<file path="config.mk">
export PLATFORM = sky130hd
export DESIGN_NAME = reliable_udp_receive_reorder_unit
export DESIGN_NICKNAME = d
export VERILOG_FILES = /design/src/rurr_pkg.sv /design/src/reliable_udp_receive_reorder_unit.sv /design/src/rurr_ram.sv /design/src/rurr_out.sv
export SDC_FILE = /design/constraint.sdc
export NUM_CORES = 2
export LEC_CHECK = 0
export BUFFER_PORTS_ARGS = -buffer_cell sky130_fd_sc_hd__buf_2
export CAP_MARGIN = 20
export CORE_MARGIN = 3
export CORE_UTILIZATION = 62
export DETAILED_ROUTE_END_ITERATION = 8
export PLACE_DENSITY = 0.79
export SYNTH_ARGS = -nofsm -noshare
export SYNTH_HDL_FRONTEND = slang
export SYNTH_HIERARCHICAL = 1
export SYNTH_SLANG_ARGS = --single-unit
</file>
<file path="constraint.sdc">
create_clock -name clock -period 7.5 [get_ports clock]
set_input_delay 1.875 -clock clock [delete_from_list [all_inputs] [get_ports clock]]
set_output_delay 1.875 -clock clock [all_outputs]
set_load 0.02 [all_outputs]
</file>
<file path="src/rurr_pkg.sv">
// Package for the reliable UDP receive reorder unit: transaction types, codes and helpers.
// No dependencies; used by the top level, rurr_out and the testbench.
package rurr_pkg;

   localparam int SEQ_W  = 15;
   localparam int LEN_W  = 10;
   localparam int SLOT_W = 10;

   localparam logic [LEN_W-1:0] MAX_PAYLOAD = 10'd1010;

   localparam logic [1:0] OP_TICK = 2'd0;
   localparam logic [1:0] OP_PKT  = 2'd1;
   localparam logic [1:0] OP_OPEN = 2'd2;

   localparam logic [2:0] T_NONE   = 3'd0;
   localparam logic [2:0] T_DATA   = 3'd1;
   localparam logic [2:0] T_SYN    = 3'd2;
   localparam logic [2:0] T_ACK    = 3'd3;
   localparam logic [2:0] T_FIN    = 3'd4;
   localparam logic [2:0] T_SYNACK = 3'd5;

   localparam logic [1:0] KIND_SEND    = 2'd0;
   localparam logic [1:0] KIND_DELIVER = 2'd1;
   localparam logic [1:0] KIND_CLOSED  = 2'd2;

   localparam logic [2:0] PH_IDLE = 3'd0;
   localparam logic [2:0] PH_SYN  = 3'd1;
   localparam logic [2:0] PH_NAME = 3'd2;
   localparam logic [2:0] PH_CONN = 3'd3;
   localparam logic [2:0] PH_WAIT = 3'd4;

   localparam logic [1:0] CSR_INITIAL_SEQ     = 2'd0;
   localparam logic [1:0] CSR_NAME_LENGTH     = 2'd1;
   localparam logic [1:0] CSR_TIME_WAIT_TICKS = 2'd2;

   typedef struct packed {
      logic [1:0]        op;
      logic [2:0]        pkt_type;
      logic [SEQ_W-1:0]  pkt_seq;
      logic [SEQ_W-1:0]  pkt_next_seq;
      logic [LEN_W-1:0]  pkt_length;
      logic [SLOT_W-1:0] payload_slot;
   } req_type;

   typedef struct packed {
      logic [1:0]        out_kind;
      logic [2:0]        send_type;
      logic [SEQ_W-1:0]  send_seq;
      logic [LEN_W-1:0]  send_length;
      logic [SLOT_W-1:0] deliver_slot;
      logic [LEN_W-1:0]  deliver_length;
      logic              overflow;
      logic              last;
   } rsp_type;

   typedef struct packed {
      logic [SEQ_W-1:0]  seq;
      logic [SEQ_W-1:0]  nxt;
      logic [LEN_W-1:0]  len;
      logic [SLOT_W-1:0] slot;
   } held_entry_type;

   typedef struct packed {
      logic    push;
      logic    finish;
      rsp_type data;
   } emit_type;

   function automatic logic [LEN_W-1:0] sat_len(input logic [LEN_W-1:0] v);
      return (v > MAX_PAYLOAD) ? MAX_PAYLOAD : v;
   endfunction

   function automatic rsp_type make_send(input logic [2:0] t, input logic [SEQ_W-1:0] s,
                                         input logic [LEN_W-1:0] l);
      rsp_type r;
      r = '0;
      r.out_kind    = KIND_SEND;
      r.send_type   = t;
      r.send_seq    = s;
      r.send_length = l;
      return r;
   endfunction

   function automatic rsp_type make_deliver(input logic [SLOT_W-1:0] s,
                                            input logic [LEN_W-1:0] l);
      rsp_type r;
      r = '0;
      r.out_kind       = KIND_DELIVER;
      r.deliver_slot   = s;
      r.deliver_length = l;
      return r;
   endfunction

endpackage

</file>
<file path="src/reliable_udp_receive_reorder_unit.sv">
// Top level of the reliable UDP receive reorder unit: sequencer and stores; needs rurr_pkg,
// rurr_ram and rurr_out. A control transaction pushes at most one result and finishes via S_DONE.
// A data packet searches the history, scans the held entries and moves entries down on removal,
// and halves the history when it fills. One transaction at a time: busy drops in the same cycle
// that rurr_out strobes the last result. Results strobe rsp_valid one cycle each; synchronous
// active-high reset clears state and counts.
module reliable_udp_receive_reorder_unit
   import rurr_pkg::*;
#(
   parameter int REORDER_DEPTH = 32,
   parameter int HISTORY_DEPTH = 16
) (
   input  logic        clock,
   input  logic        reset,
   input  logic        start,
   output logic        busy,
   input  req_type     req_data,
   output logic        rsp_valid,
   output rsp_type     rsp_data,
   input  logic        csr_we,
   input  logic [1:0]  csr_index,
   input  logic [14:0] csr_wdata
);

   localparam int RAW  = $clog2(REORDER_DEPTH);
   localparam int RCW  = $clog2(REORDER_DEPTH + 1);
   localparam int HAW  = $clog2(HISTORY_DEPTH);
   localparam int HCW  = $clog2(HISTORY_DEPTH + 1);
   localparam int HALF = HISTORY_DEPTH / 2;
   localparam int OFFS = HISTORY_DEPTH - HALF;
   localparam int HEW  = $bits(held_entry_type);

   localparam logic [3:0] S_IDLE     = 4'd0;
   localparam logic [3:0] S_HRD      = 4'd1;
   localparam logic [3:0] S_HCMP     = 4'd2;
   localparam logic [3:0] S_DEC      = 4'd3;
   localparam logic [3:0] S_SRD      = 4'd4;
   localparam logic [3:0] S_SCMP     = 4'd5;
   localparam logic [3:0] S_SHIFT_RD = 4'd6;
   localparam logic [3:0] S_SHIFT_WR = 4'd7;
   localparam logic [3:0] S_ACK      = 4'd8;
   localparam logic [3:0] S_HALF_RD  = 4'd9;
   localparam logic [3:0] S_HALF_WR  = 4'd10;
   localparam logic [3:0] S_DONE     = 4'd11;

   logic [3:0]        state_ff, state_in;
   logic [SEQ_W-1:0]  init_seq_ff, init_seq_in;
   logic [LEN_W-1:0]  name_len_ff, name_len_in;
   logic [3:0]        twt_ff, twt_in;
   logic [2:0]        phase_ff, phase_in;
   logic [SEQ_W-1:0]  first_ff, first_in;
   logic [SEQ_W-1:0]  exp_ff, exp_in;
   logic              await_ff, await_in;
   logic [SEQ_W-1:0]  fin_ff, fin_in;
   logic [3:0]        wc_ff, wc_in;
   logic [RCW-1:0]    held_cnt_ff, held_cnt_in;
   logic [HCW-1:0]    ack_cnt_ff, ack_cnt_in;
   logic [SEQ_W-1:0]  seq_ff, seq_in;
   logic [SEQ_W-1:0]  nxt_ff, nxt_in;
   logic [LEN_W-1:0]  len_ff, len_in;
   logic [SLOT_W-1:0] slot_ff, slot_in;
   logic              dup_ff, dup_in;
   logic [HAW-1:0]    hidx_ff, hidx_in;
   logic [RAW-1:0]    sidx_ff, sidx_in;
   logic [RAW-1:0]    sj_ff, sj_in;

   logic              held_we;
   logic [RAW-1:0]    held_wa, held_ra;
   logic [HEW-1:0]    held_wd, held_rd;
   held_entry_type    held_rec, ins_rec;
   logic              hist_we;
   logic [HAW-1:0]    hist_wa, hist_ra;
   logic [SEQ_W-1:0]  hist_wd, hist_rd;
   emit_type          emit;
   logic              in_order;

   assign busy     = (state_ff != S_IDLE);
   assign held_rec = held_entry_type'(held_rd);
   assign in_order = (await_ff && (seq_ff == first_ff)) || (!await_ff && (seq_ff == exp_ff));

   always_comb begin
      ins_rec      = '0;
      ins_rec.seq  = seq_ff;
      ins_rec.nxt  = nxt_ff;
      ins_rec.len  = len_ff;
      ins_rec.slot = slot_ff;
   end

   always_comb begin
      state_in    = state_ff;
      init_seq_in = init_seq_ff;
      name_len_in = name_len_ff;
      twt_in      = twt_ff;
      phase_in    = phase_ff;
      first_in    = first_ff;
      exp_in      = exp_ff;
      await_in    = await_ff;
      fin_in      = fin_ff;
      wc_in       = wc_ff;
      held_cnt_in = held_cnt_ff;
      ack_cnt_in  = ack_cnt_ff;
      seq_in      = seq_ff;
      nxt_in      = nxt_ff;
      len_in      = len_ff;
      slot_in     = slot_ff;
      dup_in      = dup_ff;
      hidx_in     = hidx_ff;
      sidx_in     = sidx_ff;
      sj_in       = sj_ff;
      emit        = '0;
      held_we     = 1'b0;
      held_wa     = sj_ff;
      held_wd     = held_rd;
      held_ra     = (state_ff == S_SHIFT_RD) ? (sj_ff + 1'b1) : sidx_ff;
      hist_we     = 1'b0;
      hist_wa     = hidx_ff;
      hist_wd     = hist_rd;
      hist_ra     = (state_ff == S_HALF_RD) ? (HAW'(OFFS) + hidx_ff) : hidx_ff;

      if (csr_we) begin
         case (csr_index)
            CSR_INITIAL_SEQ:     init_seq_in = csr_wdata;
            CSR_NAME_LENGTH:     name_len_in = csr_wdata[LEN_W-1:0];
            CSR_TIME_WAIT_TICKS: twt_in = csr_wdata[3:0];
            default:             ;
         endcase
      end

      case (state_ff)
         S_IDLE: begin
            if (start) begin
               seq_in  = req_data.pkt_seq;
               nxt_in  = req_data.pkt_next_seq;
               len_in  = sat_len(req_data.pkt_length);
               slot_in = req_data.payload_slot;
               dup_in  = 1'b0;
               hidx_in = '0;
               case (req_data.op)
                  OP_OPEN: begin
                     if (phase_ff == PH_IDLE) begin
                        first_in    = '0;
                        exp_in      = '0;
                        await_in    = 1'b1;
                        fin_in      = '0;
                        wc_in       = '0;
                        held_cnt_in = '0;
                        ack_cnt_in  = '0;
                        phase_in    = PH_SYN;
                        emit.push   = 1'b1;
                        emit.data   = make_send(T_SYN, init_seq_ff, '0);
                        state_in    = S_DONE;
                     end
                  end
                  OP_TICK: begin
                     if (phase_ff == PH_SYN) begin
                        emit.push = 1'b1;
                        emit.data = make_send(T_SYN, init_seq_ff, '0);
                        state_in  = S_DONE;
                     end else if (phase_ff == PH_NAME) begin
                        emit.push = 1'b1;
                        emit.data = make_send(T_ACK, first_ff, sat_len(name_len_ff));
                        state_in  = S_DONE;
                     end else if (phase_ff == PH_WAIT) begin
                        if (wc_ff <= 4'd1) begin
                           wc_in              = '0;
                           phase_in           = PH_IDLE;
                           emit.push          = 1'b1;
                           emit.data          = '0;
                           emit.data.out_kind = KIND_CLOSED;
                           state_in           = S_DONE;
                        end else begin
                           wc_in = wc_ff - 4'd1;
                        end
                     end
                  end
                  OP_PKT: begin
                     case (phase_ff)
                        PH_SYN: begin
                           if (req_data.pkt_type == T_SYNACK) begin
                              first_in  = req_data.pkt_seq;
                              phase_in  = PH_NAME;
                              emit.push = 1'b1;
                              emit.data = make_send(T_ACK, req_data.pkt_seq,
                                                    sat_len(name_len_ff));
                              state_in  = S_DONE;
                           end
                        end
                        PH_NAME: begin
                           if (req_data.pkt_type == T_DATA) begin
                              phase_in = PH_CONN;
                              state_in = (ack_cnt_ff == '0) ? S_DEC : S_HRD;
                           end else begin
                              state_in = S_ACK;
                           end
                        end
                        PH_CONN: begin
                           if (req_data.pkt_type == T_FIN) begin
                              fin_in    = req_data.pkt_seq;
                              wc_in     = twt_ff;
                              phase_in  = PH_WAIT;
                              emit.push = 1'b1;
                              emit.data = make_send(T_FIN, req_data.pkt_seq, '0);
                              state_in  = S_DONE;
                           end else if (req_data.pkt_type == T_DATA) begin
                              state_in = (ack_cnt_ff == '0) ? S_DEC : S_HRD;
                           end
                        end
                        PH_WAIT: begin
                           emit.push = 1'b1;
                           emit.data = make_send(T_FIN, fin_ff, '0);
                           state_in  = S_DONE;
                        end
                        default: ;
                     endcase
                  end
                  default: ;
               endcase
            end
         end
         S_HRD: begin
            state_in = S_HCMP;
         end
         S_HCMP: begin
            if (hist_rd == seq_ff) begin
               dup_in = 1'b1;
            end
            if ((HCW'(hidx_ff) + 1'b1) < ack_cnt_ff) begin
               hidx_in  = hidx_ff + 1'b1;
               state_in = S_HRD;
            end else begin
               state_in = S_DEC;
            end
         end
         S_DEC: begin
            sidx_in = '0;
            if (dup_ff) begin
               state_in = S_ACK;
            end else if (in_order) begin
               emit.push = 1'b1;
               emit.data = make_deliver(slot_ff, len_ff);
               exp_in    = nxt_ff;
               await_in  = 1'b0;
               state_in  = (held_cnt_ff != '0) ? S_SRD : S_ACK;
            end else if (held_cnt_ff >= RCW'(REORDER_DEPTH)) begin
               emit.push          = 1'b1;
               emit.data          = '0;
               emit.data.out_kind = KIND_SEND;
               emit.data.overflow = 1'b1;
               state_in           = S_DONE;
            end else begin
               held_we     = 1'b1;
               held_wa     = held_cnt_ff[RAW-1:0];
               held_wd     = HEW'(ins_rec);
               held_cnt_in = held_cnt_ff + 1'b1;
               state_in    = S_ACK;
            end
         end
         S_SRD: begin
            state_in = S_SCMP;
         end
         S_SCMP: begin
            if (held_rec.seq == exp_ff) begin
               emit.push = 1'b1;
               emit.data = make_deliver(held_rec.slot, held_rec.len);
               exp_in    = held_rec.nxt;
               if ((RCW'(sidx_ff) + 1'b1) < held_cnt_ff) begin
                  sj_in    = sidx_ff;
                  state_in = S_SHIFT_RD;
               end else begin
                  held_cnt_in = held_cnt_ff - 1'b1;
                  sidx_in     = '0;
                  state_in    = (held_cnt_ff != RCW'(1)) ? S_SRD : S_ACK;
               end
            end else if ((RCW'(sidx_ff) + 1'b1) < held_cnt_ff) begin
               sidx_in  = sidx_ff + 1'b1;
               state_in = S_SRD;
            end else begin
               state_in = S_ACK;
            end
         end
         S_SHIFT_RD: begin
            state_in = S_SHIFT_WR;
         end
         S_SHIFT_WR: begin
            held_we = 1'b1;
            held_wa = sj_ff;
            held_wd = held_rd;
            if ((RCW'(sj_ff) + RCW'(2)) < held_cnt_ff) begin
               sj_in    = sj_ff + 1'b1;
               state_in = S_SHIFT_RD;
            end else begin
               held_cnt_in = held_cnt_ff - 1'b1;
               sidx_in     = '0;
               state_in    = (held_cnt_ff != RCW'(1)) ? S_SRD : S_ACK;
            end
         end
         S_ACK: begin
            emit.push  = 1'b1;
            emit.data  = make_send(T_ACK, seq_ff, '0);
            hist_we    = 1'b1;
            hist_wa    = ack_cnt_ff[HAW-1:0];
            hist_wd    = seq_ff;
            ack_cnt_in = ack_cnt_ff + 1'b1;
            hidx_in    = '0;
            state_in   = (ack_cnt_ff == HCW'(HISTORY_DEPTH - 1)) ? S_HALF_RD : S_DONE;
         end
         S_HALF_RD: begin
            state_in = S_HALF_WR;
         end
         S_HALF_WR: begin
            hist_we = 1'b1;
            hist_wa = hidx_ff;
            hist_wd = hist_rd;
            if ((HCW'(hidx_ff) + 1'b1) < HCW'(HALF)) begin
               hidx_in  = hidx_ff + 1'b1;
               state_in = S_HALF_RD;
            end else begin
               ack_cnt_in = HCW'(HALF);
               state_in   = S_DONE;
            end
         end
         S_DONE: begin
            emit.finish = 1'b1;
            state_in    = S_IDLE;
         end
         default: begin
            state_in = S_IDLE;
         end
      endcase
   end

   always_ff @(posedge clock) begin
      if (reset) begin
         state_ff    <= S_IDLE;
         init_seq_ff <= '0;
         name_len_ff <= '0;
         twt_ff      <= 4'd2;
         phase_ff    <= PH_IDLE;
         first_ff    <= '0;
         exp_ff      <= '0;
         await_ff    <= 1'b1;
         fin_ff      <= '0;
         wc_ff       <= '0;
         held_cnt_ff <= '0;
         ack_cnt_ff  <= '0;
      end else begin
         state_ff    <= state_in;
         init_seq_ff <= init_seq_in;
         name_len_ff <= name_len_in;
         twt_ff      <= twt_in;
         phase_ff    <= phase_in;
         first_ff    <= first_in;
         exp_ff      <= exp_in;
         await_ff    <= await_in;
         fin_ff      <= fin_in;
         wc_ff       <= wc_in;
         held_cnt_ff <= held_cnt_in;
         ack_cnt_ff  <= ack_cnt_in;
      end
      seq_ff  <= seq_in;
      nxt_ff  <= nxt_in;
      len_ff  <= len_in;
      slot_ff <= slot_in;
      dup_ff  <= dup_in;
      hidx_ff <= hidx_in;
      sidx_ff <= sidx_in;
      sj_ff   <= sj_in;
   end

   rurr_ram #(.WIDTH(HEW), .DEPTH(REORDER_DEPTH)) u_held_ram (
      .clock (clock),
      .we    (held_we),
      .waddr (held_wa),
      .wdata (held_wd),
      .raddr (held_ra),
      .rdata (held_rd)
   );

   rurr_ram #(.WIDTH(SEQ_W), .DEPTH(HISTORY_DEPTH)) u_hist_ram (
      .clock (clock),
      .we    (hist_we),
      .waddr (hist_wa),
      .wdata (hist_wd),
      .raddr (hist_ra),
      .rdata (hist_rd)
   );

   rurr_out u_out (
      .clock     (clock),
      .reset     (reset),
      .emit      (emit),
      .rsp_valid (rsp_valid),
      .rsp_data  (rsp_data)
   );

   a_held_bound: assert property (@(posedge clock) disable iff (reset)
      held_cnt_ff <= RCW'(REORDER_DEPTH))
      else $error("Reorder store count exceeds its depth.");

   a_hist_bound: assert property (@(posedge clock) disable iff (reset)
      (state_ff == S_IDLE) |-> (ack_cnt_ff < HCW'(HISTORY_DEPTH)))
      else $error("History count not below its depth between transactions.");

   a_ovf_last: assert property (@(posedge clock) disable iff (reset)
      (rsp_valid && rsp_data.overflow) |-> rsp_data.last)
      else $error("Overflow report is not the only result of its transaction.");

   a_done_idle: assert property (@(posedge clock) disable iff (reset)
      (state_ff == S_DONE) |=> !busy)
      else $error("Sequencer did not return to idle after finishing.");

endmodule

</file>
<file path="src/rurr_ram.sv">
// Generic single write port, single read port RAM with registered read data.
// No dependencies.
module rurr_ram #(
   parameter int WIDTH = 8,
   parameter int DEPTH = 32
) (
   input  logic                     clock,
   input  logic                     we,
   input  logic [$clog2(DEPTH)-1:0] waddr,
   input  logic [WIDTH-1:0]         wdata,
   input  logic [$clog2(DEPTH)-1:0] raddr,
   output logic [WIDTH-1:0]         rdata
);

   logic [WIDTH-1:0] mem_ff [DEPTH];
   logic [WIDTH-1:0] rdata_ff;

   always_ff @(posedge clock) begin
      if (we) begin
         mem_ff[waddr] <= wdata;
      end
      rdata_ff <= mem_ff[raddr];
   end

   assign rdata = rdata_ff;

endmodule

</file>
<file path="src/rurr_out.sv">
// Result staging: holds one result back so that the final one of a transaction carries last.
// Depends on rurr_pkg.
module rurr_out
   import rurr_pkg::*;
(
   input  logic     clock,
   input  logic     reset,
   input  emit_type emit,
   output logic     rsp_valid,
   output rsp_type  rsp_data
);

   logic    pend_valid_ff, pend_valid_in;
   rsp_type pend_ff, pend_in;
   logic    valid_ff, valid_in;
   rsp_type out_ff, out_in;

   always_comb begin
      pend_valid_in = pend_valid_ff;
      pend_in       = pend_ff;
      valid_in      = 1'b0;
      out_in        = out_ff;
      if (emit.push) begin
         if (pend_valid_ff) begin
            valid_in    = 1'b1;
            out_in      = pend_ff;
            out_in.last = 1'b0;
         end
         pend_in       = emit.data;
         pend_valid_in = 1'b1;
      end else if (emit.finish && pend_valid_ff) begin
         valid_in      = 1'b1;
         out_in        = pend_ff;
         out_in.last   = 1'b1;
         pend_valid_in = 1'b0;
      end
   end

   always_ff @(posedge clock) begin
      if (reset) begin
         pend_valid_ff <= 1'b0;
         valid_ff      <= 1'b0;
      end else begin
         pend_valid_ff <= pend_valid_in;
         valid_ff      <= valid_in;
      end
      pend_ff <= pend_in;
      out_ff  <= out_in;
   end

   assign rsp_valid = valid_ff;
   assign rsp_data  = out_ff;

endmodule

</file>
Word-level counts from Yosys, hierarchy flattened
Memories as Yosys holds them, arrays and structs flattened. A register that Yosys moved wholly into a read port is not among the register bits.
Cells that the tools add are included.
{ "op_classes": {"div_mod_pow": 0, "n_reduce_logical": 42, "n_lt_le_gt_ge": 8, "bitwise_logic": 0, "mux": 155, "eq_ne": 67, "n_mul": 0, "add_sub_neg": 11, "n_shift": 0} }
{ "op_table": {"columns": ["operator", "n"], "rows": [
  ["$mux W52", 8],
  ["$mux W50", 5],
  ["$pmux W52 S4", 1],
  ["$mux W15", 11],
  ["$pmux W52 S3", 1],
  ["$mux W51", 3],
  ["$pmux W50 S3", 1],
  ["$mux W4", 30],
  ["$mux W49", 2],
  ["$mux W5", 16],
  ["$eq A15 B15 Y1", 4],
  ["$pmux W15 S2", 2],
  ["$mux W6", 9],
  ["$ne A2 B2 Y1 const B", 24],
  ["$pmux W15 S3", 1],
  ["$pmux W4 S11", 1],
  ["$mux W1", 33],
  ["$pmux W4 S4", 2],
  ["$pmux W5 S3", 2],
  ["$mux W3", 8],
  ["$pmux W4 S3", 2],
  ["$pmux W6 S4", 1],
  ["$gt A10 B10 Y1 const B", 2],
  ["$ne A3 B3 Y1 const B", 6],
  ["other kinds (59)", 108]
]} }
{ "word_totals": {"wordCells": 322, "inputBits": 76, "mem_bits_ro": 0, "output_inout_bits": 54, "ram_bits": 1840, "ff_bits": 267, "latchBits": 0, "n_memories": 2} }
{ "memory_table": {"columns": ["name", "depth", "width", "rd", "rd_clocked_by_memory_dff", "write_ports", "line_no", "text"], "rows": [
  ["u_held_ram.mem_ff", 32, 50, 1, 1, 1, "rurr_ram.sv:15", "logic [WIDTH-1:0] mem_ff [DEPTH];"],
  ["u_hist_ram.mem_ff", 16, 15, 1, 1, 1, "rurr_ram.sv:15", null]
]} }

Depth between registers and ports, before layout
{ "depth": {"ltp_word": 10, "mapped_depth": 14, "mapped_depth_nobuf": 9} }

Hierarchy
Netlist, hierarchy kept.
{ "modules_own_cells": {"columns": ["module", "cells_per_inst", "area_per_inst_um2", "instances", "seq_area_each_um2"], "rows": [
  ["rurr_ram at u_held_ram", 3504, 63213.1, 1, 49047.0],
  ["reliable_udp_receive_reorder_unit", 1084, 10198.5, 1, 3893.7],
  ["rurr_ram at u_hist_ram", 406, 9446.6, 1, 7507.2],
  ["rurr_out", 110, 3169.3, 1, 3133.0]
]} }

Worst setup path before layout
OpenSTA, ideal clock, no wires.
{ "synth_timing": {"path_kind": "input to register", "from": "in start", "to": "reg u_out.out_ff (netlist bit u_out/rsp_data[0]), enable pin", "stages": 6, "path_buffers": 0, "setup_ns": 0.414, "arrival_ns": 6.053, "slack_ns": 1.033, "required_ns": 7.086, "cell_sequence": "nand2_2 -> inv_1 -> nand2_2 -> a21oi_1 -> or4b_1 -> o21a_1"} }
{ "synth_rtl": {"columns": ["item", "line_no", "text"], "rows": [
  ["start: declaration", "reliable_udp_receive_reorder_unit.sv:15", "input logic start,"],
  ["end signal: assignment", "rurr_out.sv:48", "out_ff <= out_in;"],
  ["end: declaration", "rurr_out.sv:16", "rsp_type out_ff, out_in;"]
]} }

Final worst setup path
{ "layout_timing": {"from": "reg state_ff[0]", "to": "mem u_held_ram/mem_ff[2][33] in the netlist's numbering, enable pin"} }
{ "layout_between": {"word_cells_on_any_way": 6, "classes_between": "eq/ne (2); mux (4)"} }
{ "layout_rtl": {"columns": ["item", "line_no", "text"], "rows": [
  ["start: declaration", "reliable_udp_receive_reorder_unit.sv:46", "logic [3:0] state_ff, state_in;"],
  ["start signal: assignment", "reliable_udp_receive_reorder_unit.sv:347", "state_ff <= state_in;"],
  ["$eq A4 B2 Y1", "reliable_udp_receive_reorder_unit.sv:129", "case (state_ff)"],
  ["$mux W5", "reliable_udp_receive_reorder_unit.sv:129", null],
  ["via held_wa[1]", "reliable_udp_receive_reorder_unit.sv:68", "logic [RAW-1:0] held_wa, held_ra;"],
  ["end: declaration", "rurr_ram.sv:15", null]
]} }
The timed path passes the listed nets, and every way through them passes these cells.

==> impl_results.md <==
* Fillers at 8,484
* Fin crit share at 81.82%
* Finished Core Util at 69.32%
* Initial core utilization at 62.49%
* First-pass iteration count of the detailed router at 8
* Post-Syn Area at 86,020 sq um
* Endpoints failing setup at 0
* PortBufs at 129
* Pleak at around 33 nW
* Run status: finished, final reports clean
* Clock Tree Buf Depth at 3
* Clock sink count at 2,172
* Routed WL at 214,300 um
* Drc violations at 0
* Overflow after GRT at 0
* Final Wtd Congestion at roughly 0.9
* Flop2flop setup slack at 1360 ps
* Post-Syn Nets at between 5,000 and 6,000
* Fraction of layout cells with a size suffix above 1 at 13.23%
* Die Y-Extent at 378.5 um
* Global-route wire length before repair at ~310,000 um
* Fin Setup TNS at 0 ps
* IO Count at 130
* Clock Skew at 48.94 ps
* CP Capture Type: flop
* Worst vdd ir at 0.0002619 V
* RSZ-0062 raised after global routing: false
* DR vias/cell at 6.641
* Max_cap viols at 0
* 1st-iter DRT viols at 6,035
* Most common cell after layout, fill and taps aside: edfxtp_1
* Fin crit period at 6137 ps
* Slew @ Worst Pin at 1139 ps
* Root Driver: clkbuf_16
* Die W at roughly 380 um
* Vias at approximately 48,000
* CTS H-tree lvls at 4
* Hold Path Class: flop to flop
* F_max at between 150 and 200 MHz
* TritonCTS clock tree: built
* P&R area growth vs syn at 10.93%
* Final ANT Viol Nets at 0
* Worst Path Required at slightly below 8000 ps
* Power density cells at 316.4 nW/um^2
* Most frequent cells in the layout: edfxtp_1 (2,008), mux2i_1 (845), nand2_1 (288), a21oi_1 (208), clkbuf_16 (207)
* Post-CTS Setup Inserts at 0
* Syn. warnings at 6
* WL/cell at 29.65 um
* Final Hold Fails at 0
* Slew headroom at 23.86%
* Post-Syn Instances at 5,103
* Hold Buf Count CTS at 0
* DP HPWL at 123,300 um
* Critical path class: flop to flop
* # rows at approximately 140
* Arr. time, crit path at 6600 ps
* GRT Util Overall at 30.02%
* Cts bufs inserted at 206
* Worst-path fanout max at 39
* Die Area at 143,300 sq um
* Initial antenna violation count at 7
* Vias in the first global route at 46,870
* Core region area at 137,700 sq um
* Post-Syn Area per Cell at 16.86 sq um
* CTS resizes at 0
* Clock transition at path regs at approximately 60 ps
* Final nets at 5,357
* Clk Latency, worst-skew pair at roughly 850 ps
* CP startpoint kind: flop
* Max Slew Vio Count at 0
* Pin count of the biggest net entering global routing at 165
flip-flops by register name, summed over array words and instances (netlist names), 5 cells and up:
name and flops:
len_ff 10, name_len_ff 10, u_hist_ram/mem_ff 240, nxt_ff 15, held_cnt_ff 6, init_seq_ff 15, u_out/pend_ff 51, u_out/rsp_data 52
sj_ff 5, seq_ff 15, u_hist_ram/rdata 15, u_held_ram/mem_ff 1600, sidx_ff 5, first_ff 15, ack_cnt_ff 5, u_held_ram/rdata 50
fin_ff 15, exp_ff 15, slot_ff 10
layer usage:
| layer | global-route usage [%] | share of wire (%) | up-vias |
|---|---|---|---|
| met4 | 12.68 | 4.2 | 2 |
| met5 | 0 | 0.0061 | - |
| li1 | - | - | 20420 |
| met3 | 6.877 | 10 | 481 |
| met1 | 40.91 | 38 | 24270 |
| met2 | 47.12 | 47 | 2837 |
area by class of cell:
cell class,count,area (sq um),area share (%)
clock inverters,104,1155,1.210
repair buffers,243,1809,1.896
flip-flops and latches,2172,63580,66.63
multi-input cells,2606,20930,21.93
diodes,1,2.502,0.002622
inverters,26,98.84,0.1036
well taps,1794,2245,2.352
clock buffers,284,5607,5.875
report_power, final:
part | total [mW] | internal, mW | switching, mW
Sequential | 15.2 | 14.7 | 0.435
Combinational | 4.76 | 1.45 | 3.31
Clock | 10.3 | 5.79 | 4.49
path summary, 6_finish.rpt:
| kind | endpoint | cells after the start | start |
|---|---|---|---|
| hold / removal | u_out/rsp_data[16] | 0 | u_out/pend_ff[16] |
| setup / recovery | u_held_ram/mem_ff[2][33] | 7 | state_ff[0] |
| hold reg to reg | u_out/rsp_data[16] | 0 | u_out/pend_ff[16] |
| setup reg to reg | u_held_ram/mem_ff[2][33] | 7 | state_ff[0] |
metrics by stage:
step | instance area [sq um] | cells | worst slack, ps | hold slack (ps) | total power [mW]
6_report | 95430 | 7230 | 1363 | 417.3 | 30.19
5_1_grt | 95430 | 7230 | 1165 | 423.0 | 31.18
4_1_cts | 95290 | 7224 | 1486 | 418.6 | 30.26
3_5_place_dp | 88530 | 6836 | 1503 | 404.5 | 20.09
3_3_place_gp | 88530 | 6836 | 1781 | 401.6 | 19.97
2_1_floorplan | 86020 | 5103 | 1033 | 400.3 | 18.37
critical path, stage by stage (launching register included):
cell and delay, ps:
dfxtp_1 870, nand4bb_1 530, nor2_1 450, nand4_4 740, o21ai_0 810, nand3b_1 750, nor2_4 1000, buf_4 550
Note: power is estimated with default switching activity, not from simulation.
